<file path="config.mk">
export PLATFORM = sky130hd
export DESIGN_NAME = motor_speed_ramp_hbridge_core
export DESIGN_NICKNAME = d
export VERILOG_FILES = /design/src/rtl/core/msr_pkg.sv /design/src/rtl/core/msr_csr.sv /design/src/rtl/core/msr_ramp.sv /design/src/rtl/core/motor_speed_ramp_hbridge_core.sv
export SDC_FILE = /design/constraint.sdc
export NUM_CORES = 1
export LEC_CHECK = 0
export BUFFER_PORTS_ARGS = -buffer_cell sky130_fd_sc_hd__buf_2
export CORE_MARGIN = 2
export CORE_UTILIZATION = 40
export DETAILED_ROUTE_END_ITERATION = 10
export GPL_TIMING_DRIVEN = 0
export PLACE_DENSITY = 0.65
export RECOVER_POWER = 25
export REMOVE_ABC_BUFFERS = 1
export SYNTH_ARGS = -nofsm -noshare
export SYNTH_HDL_FRONTEND = slang
export SYNTH_SLANG_ARGS = --single-unit
</file>
<file path="constraint.sdc">
create_clock -name clock -period 9.7 [get_ports clock]
set_input_delay 0.97 -clock clock [delete_from_list [all_inputs] [get_ports clock]]
set_output_delay 0.97 -clock clock [all_outputs]
set_load 0.03 [all_outputs]
</file>
<file path="src/rtl/core/msr_pkg.sv">
// Package for the motor speed ramp core: word types, action codes,
// register indexes and widths. No dependencies.
package msr_pkg;

   localparam int SPEED_W   = 8;
   localparam int DUTY_W    = 7;
   localparam int ACCEL_W   = 7;
   localparam int IVAL_W    = 16;
   localparam int ELAPSED_W = 17;
   localparam int THR_W     = 26;
   localparam int CSR_IDX_W = 2;
   localparam int CSR_DATA_W = 16;

   localparam logic signed [SPEED_W-1:0] SPEED_MAX = 8'sd100;
   localparam logic signed [SPEED_W-1:0] SPEED_MIN = -8'sd100;
   localparam logic [ACCEL_W-1:0]        ACCEL_MAX = 7'd100;
   localparam logic [ELAPSED_W-1:0]      ELAPSED_TOP = '1;

   localparam logic [ACCEL_W-1:0] ACCEL_RESET = 7'd100;
   localparam logic [IVAL_W-1:0]  MIN_RESET   = 16'd1000;
   localparam logic [IVAL_W-1:0]  MAX_RESET   = 16'd10000;

   typedef enum logic [1:0] {
      ACT_TICK = 2'd0,
      ACT_SET  = 2'd1,
      ACT_STOP = 2'd2
   } action_type;

   localparam logic [CSR_IDX_W-1:0] CSR_ENABLE = 2'd0;
   localparam logic [CSR_IDX_W-1:0] CSR_ACCEL  = 2'd1;
   localparam logic [CSR_IDX_W-1:0] CSR_MIN    = 2'd2;
   localparam logic [CSR_IDX_W-1:0] CSR_MAX    = 2'd3;

   typedef struct packed {
      logic [1:0]                action;
      logic signed [SPEED_W-1:0] target_speed;
   } req_word_type;

   typedef struct packed {
      logic [DUTY_W-1:0]         forward_duty;
      logic [DUTY_W-1:0]         backward_duty;
      logic signed [SPEED_W-1:0] present_speed;
      logic                      ramping;
   } rsp_word_type;

   // settings handed from the register block to the ramp stage
   typedef struct packed {
      logic                      enable;
      logic [IVAL_W-1:0]         min_interval;
      logic signed [THR_W-1:0]   step_thr;
   } cfg_type;

endpackage

</file>
<file path="src/rtl/core/msr_csr.sv">
// Configuration registers and the step threshold derived from them.
// Depends on msr_pkg.
module msr_csr (
   input  logic                             clock,
   input  logic                             reset,
   input  logic                             csr_write,
   input  logic [msr_pkg::CSR_IDX_W-1:0]    csr_index,
   input  logic [msr_pkg::CSR_DATA_W-1:0]   csr_data,
   output msr_pkg::cfg_type                 cfg
);

   logic                                enable_ff;
   logic [msr_pkg::ACCEL_W-1:0]         accel_ff;
   logic [msr_pkg::IVAL_W-1:0]          min_ff;
   logic [msr_pkg::IVAL_W-1:0]          max_ff;
   logic signed [msr_pkg::THR_W-1:0]    thr_ff;
   logic signed [msr_pkg::THR_W-1:0]    thr_in;

   logic [msr_pkg::ACCEL_W-1:0]         accel_sat;
   logic signed [msr_pkg::IVAL_W:0]     span;
   logic signed [24:0]                  prod;

   always_ff @(posedge clock) begin
      if (reset) begin
         enable_ff <= 1'b0;
         accel_ff  <= msr_pkg::ACCEL_RESET;
         min_ff    <= msr_pkg::MIN_RESET;
         max_ff    <= msr_pkg::MAX_RESET;
      end else if (csr_write) begin
         unique case (csr_index)
            msr_pkg::CSR_ENABLE: enable_ff <= csr_data[0];
            msr_pkg::CSR_ACCEL:  accel_ff  <= csr_data[msr_pkg::ACCEL_W-1:0];
            msr_pkg::CSR_MIN:    min_ff    <= csr_data;
            msr_pkg::CSR_MAX:    max_ff    <= csr_data;
            default: ;
         endcase
      end
   end

   // interval = min + trunc(a*(max-min)/100); a tick steps when
   // 100*(elapsed-min) > p for p >= 0, or > p+99 for p < 0
   always_comb begin
      accel_sat = (accel_ff > msr_pkg::ACCEL_MAX) ? msr_pkg::ACCEL_MAX : accel_ff;
      span      = $signed({1'b0, max_ff}) - $signed({1'b0, min_ff});
      prod      = $signed({1'b0, accel_sat}) * span;
      if (prod[24]) begin
         thr_in = $signed({prod[24], prod}) + 26'sd99;
      end else begin
         thr_in = $signed({prod[24], prod});
      end
   end

   always_ff @(posedge clock) begin
      thr_ff <= thr_in;
   end

   assign cfg.enable       = enable_ff;
   assign cfg.min_interval = min_ff;
   assign cfg.step_thr     = thr_ff;

endmodule

</file>
<file path="src/rtl/core/msr_ramp.sv">
// Ramp stage: speed state update per word and the result register.
// Depends on msr_pkg.
module msr_ramp (
   input  logic                   clock,
   input  logic                   reset,
   input  msr_pkg::cfg_type       cfg,
   input  logic                   in_valid,
   input  msr_pkg::req_word_type  in_word,
   output logic                   in_ready,
   output logic                   rsp_valid,
   input  logic                   rsp_stall,
   output msr_pkg::rsp_word_type  rsp_word
);

   logic signed [msr_pkg::SPEED_W-1:0]  speed_ff, speed_in;
   logic signed [msr_pkg::SPEED_W-1:0]  goal_ff, goal_in;
   logic [msr_pkg::ELAPSED_W-1:0]       elapsed_ff, elapsed_in;
   logic                                flag_ff, flag_in;
   logic                                valid_ff, valid_in;
   msr_pkg::rsp_word_type               word_ff, word_in;

   logic                                take;
   logic [msr_pkg::ELAPSED_W-1:0]       elapsed_inc;
   logic signed [msr_pkg::ELAPSED_W:0]  rel;
   logic signed [msr_pkg::THR_W-1:0]    rel_ext;
   logic signed [msr_pkg::THR_W-1:0]    rel_x100;
   logic signed [msr_pkg::SPEED_W-1:0]  tgt_sat;
   logic signed [msr_pkg::SPEED_W-1:0]  speed_neg;

   assign in_ready = !valid_ff || !rsp_stall;
   assign take     = in_valid && in_ready;

   always_comb begin
      speed_in   = speed_ff;
      goal_in    = goal_ff;
      elapsed_in = elapsed_ff;
      flag_in    = flag_ff;

      elapsed_inc = (elapsed_ff == msr_pkg::ELAPSED_TOP) ? elapsed_ff
                                                         : elapsed_ff + 1'b1;
      rel      = $signed({1'b0, elapsed_inc}) - $signed({2'b00, cfg.min_interval});
      rel_ext  = {{(msr_pkg::THR_W-msr_pkg::ELAPSED_W-1){rel[msr_pkg::ELAPSED_W]}}, rel};
      rel_x100 = (rel_ext <<< 6) + (rel_ext <<< 5) + (rel_ext <<< 2);

      if (in_word.target_speed > msr_pkg::SPEED_MAX) begin
         tgt_sat = msr_pkg::SPEED_MAX;
      end else if (in_word.target_speed < msr_pkg::SPEED_MIN) begin
         tgt_sat = msr_pkg::SPEED_MIN;
      end else begin
         tgt_sat = in_word.target_speed;
      end

      if (take && cfg.enable) begin
         unique case (in_word.action)
            msr_pkg::ACT_TICK: begin
               elapsed_in = elapsed_inc;
               if (rel_x100 > cfg.step_thr) begin
                  elapsed_in = '0;
                  if (goal_ff > speed_ff) begin
                     speed_in = speed_ff + 8'sd1;
                     flag_in  = 1'b1;
                  end else if (goal_ff < speed_ff) begin
                     speed_in = speed_ff - 8'sd1;
                     flag_in  = 1'b1;
                  end else begin
                     flag_in  = 1'b0;
                  end
               end
            end
            msr_pkg::ACT_SET:  goal_in = tgt_sat;
            msr_pkg::ACT_STOP: begin
               speed_in = '0;
               goal_in  = '0;
            end
            default: ;
         endcase
      end

      speed_neg = -speed_in;
      word_in   = '0;
      if (cfg.enable) begin
         word_in.forward_duty  = (speed_in > 8'sd0) ? speed_in[msr_pkg::DUTY_W-1:0] : '0;
         word_in.backward_duty = (speed_in < 8'sd0) ? speed_neg[msr_pkg::DUTY_W-1:0] : '0;
         word_in.present_speed = speed_in;
         word_in.ramping       = flag_in;
      end

      valid_in = take || (valid_ff && rsp_stall);
   end

   always_ff @(posedge clock) begin
      if (reset) begin
         speed_ff   <= '0;
         goal_ff    <= '0;
         elapsed_ff <= '0;
         flag_ff    <= 1'b0;
         valid_ff   <= 1'b0;
      end else begin
         speed_ff   <= speed_in;
         goal_ff    <= goal_in;
         elapsed_ff <= elapsed_in;
         flag_ff    <= flag_in;
         valid_ff   <= valid_in;
      end
   end

   always_ff @(posedge clock) begin
      if (take) begin
         word_ff <= word_in;
      end
   end

   assign rsp_valid = valid_ff;
   assign rsp_word  = word_ff;

   a_speed_range: assert property (@(posedge clock) disable iff (reset)
      speed_ff <= msr_pkg::SPEED_MAX && speed_ff >= msr_pkg::SPEED_MIN)
      else $error("speed out of range");

   a_goal_range: assert property (@(posedge clock) disable iff (reset)
      goal_ff <= msr_pkg::SPEED_MAX && goal_ff >= msr_pkg::SPEED_MIN)
      else $error("goal out of range");

   a_speed_slew: assert property (@(posedge clock) disable iff (reset)
      !take |=> $stable(speed_ff))
      else $error("speed moved without a word");

   a_duty_split: assert property (@(posedge clock) disable iff (reset)
      valid_ff |-> (word_ff.forward_duty == '0 || word_ff.backward_duty == '0))
      else $error("both duties nonzero");

   a_disabled_idle: assert property (@(posedge clock) disable iff (reset)
      !cfg.enable |=> $stable(speed_ff) && $stable(goal_ff) && $stable(elapsed_ff))
      else $error("state changed while disabled");

endmodule

</file>
<file path="src/rtl/core/motor_speed_ramp_hbridge_core.sv">
// Top level of the motor speed ramp for an H-bridge driver.
// Depends on msr_pkg, msr_csr and msr_ramp.
//
// Usage:
//   req channel: one word per action (tick of one microsecond, set target,
//   stop), taken when req_valid is high and req_stall low.
//   rsp channel: exactly one word per request word, in order, with the
//   forward/backward duty split, the present speed and the ramping flag.
//   csr port: write-only; csr_write with csr_index 0..3 (enable, accel
//   setting, min interval, max interval). Write only while the core is
//   empty, at least two cycles before the next request word.
// Path: a taken word passes the input register, then the ramp logic into
//   the result register, from which it is presented on rsp.
// Throughput: one word per cycle while rsp_stall is low.
// Reset: all control state clears; speed, target and elapsed count go to
//   zero, registers return to enable 0, accel 100, min 1000, max 10000.
// Stall: rsp_stall holds the result word; the input register keeps one
//   more word, after which req_stall rises.
module motor_speed_ramp_hbridge_core (
   input  logic                             clock,
   input  logic                             reset,
   input  logic                             req_valid,
   output logic                             req_stall,
   input  msr_pkg::req_word_type            req_word,
   output logic                             rsp_valid,
   input  logic                             rsp_stall,
   output msr_pkg::rsp_word_type            rsp_word,
   input  logic                             csr_write,
   input  logic [msr_pkg::CSR_IDX_W-1:0]    csr_index,
   input  logic [msr_pkg::CSR_DATA_W-1:0]   csr_data
);

   msr_pkg::cfg_type       cfg;
   logic                   in_valid_ff, in_valid_in;
   msr_pkg::req_word_type  in_word_ff;
   logic                   ramp_ready;
   logic                   accept;

   assign req_stall   = in_valid_ff && !ramp_ready;
   assign accept      = req_valid && !req_stall;
   assign in_valid_in = accept || (in_valid_ff && !ramp_ready);

   always_ff @(posedge clock) begin
      if (reset) begin
         in_valid_ff <= 1'b0;
      end else begin
         in_valid_ff <= in_valid_in;
      end
   end

   always_ff @(posedge clock) begin
      if (accept) begin
         in_word_ff <= req_word;
      end
   end

   msr_csr u_csr (
      .clock     (clock),
      .reset     (reset),
      .csr_write (csr_write),
      .csr_index (csr_index),
      .csr_data  (csr_data),
      .cfg       (cfg)
   );

   msr_ramp u_ramp (
      .clock     (clock),
      .reset     (reset),
      .cfg       (cfg),
      .in_valid  (in_valid_ff),
      .in_word   (in_word_ff),
      .in_ready  (ramp_ready),
      .rsp_valid (rsp_valid),
      .rsp_stall (rsp_stall),
      .rsp_word  (rsp_word)
   );

endmodule

</file>
==> results.cfg <==
[run_status]
status = complete, but fails checks
violations = max-capacitance violations, max-slew violations

[die]
start_util_pct = 40.3
top_level_ports = 58
die_y_um = 190
dieArea_um2 = 36000
num_rows = 68
core_area_um2 = 34300
fp.dieW_um = 190

[sta]
worst_slew_pin_slew_ns = 3.31
timing.hold.ws_ns = 0.456
maxSlewViolCount = 77
max_slew_margin_pct = -121
fin_crit_ns = 9.07
post-route-period-util_pct = 93.5
setup_viol = 0
finalClockSkew_ns = 0.00966
fmax_mhz = 110
final-hold-violation-count = 0

[cts]
h-tree-depth = 4
clock_latency_ns = 0.43
clock_path_buffers = 2
path_clk_slew_ns = 0.07
cts_made_buffers = 17
cts_tree = yes
root_buffer = clkbuf_16
clock-sinks = 135

[logic_synthesis]
synth_cells = 1645
synth-seq-cells = 135
syn-cell-area_um2 = 13800
syn_avg_cell_area_um2 = 8.39
seq_area_frac_synth_pct = 22.0
ys.flop_type = dfxtp_1
ys_warn_count = 0
synth_cell_types = 90
synth-edff-count = 33
ys_async_sr_fraction_pct = 0

[global_route]
grt_usage_pct = 18.9
grt_pass1_wl_mm = 55.6
grt_max_degree = 77
grt_pass1_vias = 11200
antenna_found_initial = 0
overflow = 0

[routing]
ant_nets = 0
via_per_inst = 5.29
met1_length_mm = 15.6
finalWirelength_mm = 33.5
wl_met3_mm = 1.54
post-route-drc-count = 0
vias = 11400
dr.max_layer_used = met4
drtPass1Iterations = 6
route.met2.wl_mm = 15.9
drt_iter0_markers = 751
post_drt_wl_per_cell_um = 15.6

[placement]
dpl.hpwl_mm = 26.6
io_buffers = 57
place_congestion = 0.887

[worst_setup_path]
path_class = reg -> reg
rr_worst_depth = 38
cpPeakStageDelay_ns = 0.56
crit_required_ns = 9.98
cp_max_fo = 10
start_kind = flip-flop
crit_path_end_kind = flip-flop
cpMaxStageDelayCell = fa_1
cpMostUsedCell = inv_1
worstPathArrival_ns = 9.35

[layout]
insertedDiodeCount = 0
finalNetCount = 1972
multiInputGateArea_um2 = 9820
fin_util_pct = 44.3
area_growth_pct = 9.95
drive_gt1_share_pct = 8.76
fill_cells = 3378
ff_latch_area_um2 = 3040

[worst_hold_path]
hold_depth = 2
hp-class = reg -> reg

[power]
ir_drop_mv = 0.152
cellPowerDensity_nw_per_um2 = 217
leakage_nw = 6.96

[job]
drv_cap = 1
[through the flow]
stage,power [mW],instances,setup slack [ns],TNS (ns),cell area [um^2]
2_1_floorplan,2.19,1604,1.23,0,13600
3_3_place_gp,2.58,2116,-0.105,-0.381,14500
3_5_place_dp,2.64,2117,-0.299,-2.38,14500
4_1_cts,3.28,2149,0.161,0,15100
5_1_grt,3.59,2156,-0.00981,-0.00981,15200
6_report,3.29,2156,0.626,0,15200
[layout make-up]
class / instances / area share, %
Timing Repair Buffer: 64 / 2.18
Tap cell: 455 / 3.75
Clock inverter: 15 / 0.874
Inverter: 230 / 5.69
Clock buffer: 17 / 2.80
Multi-Input combinational cell: 1240 / 64.7
Sequential cell: 135 / 20.0
[worst paths after layout]
path,startpoint,to,slack [ns]
max,u_ramp.elapsed_ff[6],u_ramp.rsp_word[14],0.63
min,u_csr.min_ff[14],u_csr.min_ff[14],0.46
max reg2reg,u_ramp.elapsed_ff[6],u_ramp.rsp_word[14],0.63
min reg2reg,u_csr.min_ff[14],u_csr.min_ff[14],0.46
[sequential cells by signal (all words and copies together), names as in the netlist]
name               count
u_csr.enable_ff        1
u_csr.accel_ff         7
u_ramp.goal_ff         8
u_csr.thr_ff          26
u_ramp.rsp_word       23
u_ramp.flag_ff         1
in_valid_ff            1
in_word_ff            10
u_ramp.speed_ff        8
u_csr.max_ff          16
u_csr.min_ff          16
u_ramp.rsp_valid       1
u_ramp.elapsed_ff     17
[kinds of logic after synthesis]
family	after synthesis	synth area share (%)
AO/OA/AOI/OAI	290	13.9
adder cells (fa/ha/maj)	251	28.2
flip-flops	135	22.0
XOR/XNOR	114	7.34
AND/OR/NAND/NOR	575	20.3
multiplexers	9	0.671
buffers and inverters	271	7.56
[layout by cell type, fill, tap and decap left out, types with 13 or more instances in the layout]
cell type  count
o21ai_0       50
nor3_1        35
inv_1        230
dfxtp_1       99
buf_2         55
edfxtp_1      33
and2_1        31
ha_1         150
clkbuf_16     17
nor2_1       170
fa_1         101
nor2b_1       21
a21o_1        21
nand2_1      157
xor2_1        34
nand2b_1      13
nand3b_1      13
nand3_1       36
and3_1        22
a21oi_1       93
xnor2_1       77
nand4_1       19
[per-layer routing]
layer / track usage [%] / up-vias
li1: - / 5616
met1: 26.4 / 5506
met2: 31.1 / 246
met3: 2.42 / 34
met4: 4.92 / 0
met5: 0 / -
[synthesized netlist by cell type (all sizes together) (9+ instances only)]
cell type	instances	area share, %
inv	230	6.3
nor2	171	4.7
nand2	159	4.3
ha	150	14
dfxtp	102	15
fa	101	15
a21oi	94	3.4
xnor2	80	5.2
o21ai	56	2.0
nand3	37	1.4
nor3	36	1.3
clkbuf	35	0.95
xor2	34	2.2
edfxtp	33	7.2
and2	32	1.5
a21o	24	1.3
and3	23	1.1
nor2b	21	0.95
nand4	19	0.86
nand2b	13	0.59
nand3b	13	0.71
a211oi	12	0.69
a22oi	12	0.65
or3	12	0.58
or2	11	0.50
o211ai	9	0.53
o21a	9	0.51
[timing repair]
action	CTS	global route
gates cloned	0	1
setup buffers	0	6
gates resized for setup	5	16
endpoints found under the setup margin	14	27
hold buffers	0	0
pin swaps	1	5
[critical path, delay by kind of cell (launching register included)]
family                     cells  cell delay (ns)
DFF                            1             0.40
adders and majority gates      5             1.72
AOI/OAI and AO/OA             12             3.06
buffers and inverters          6             0.79
xor gates and xnor gates       3             0.68
and+or+nand+nor               12             2.23
[power breakdown]
group | switching, mW | leakage (nW) | internal [mW] | total, mW
sequential | 0.0225 | 1.16 | 0.656 | 0.678
combinational | 1.20 | 5.54 | 0.785 | 1.99
clock | 0.285 | 0.267 | 0.337 | 0.622
total | 1.51 | 6.96 | 1.78 | 3.29
(Power assumes the default switching activity.)
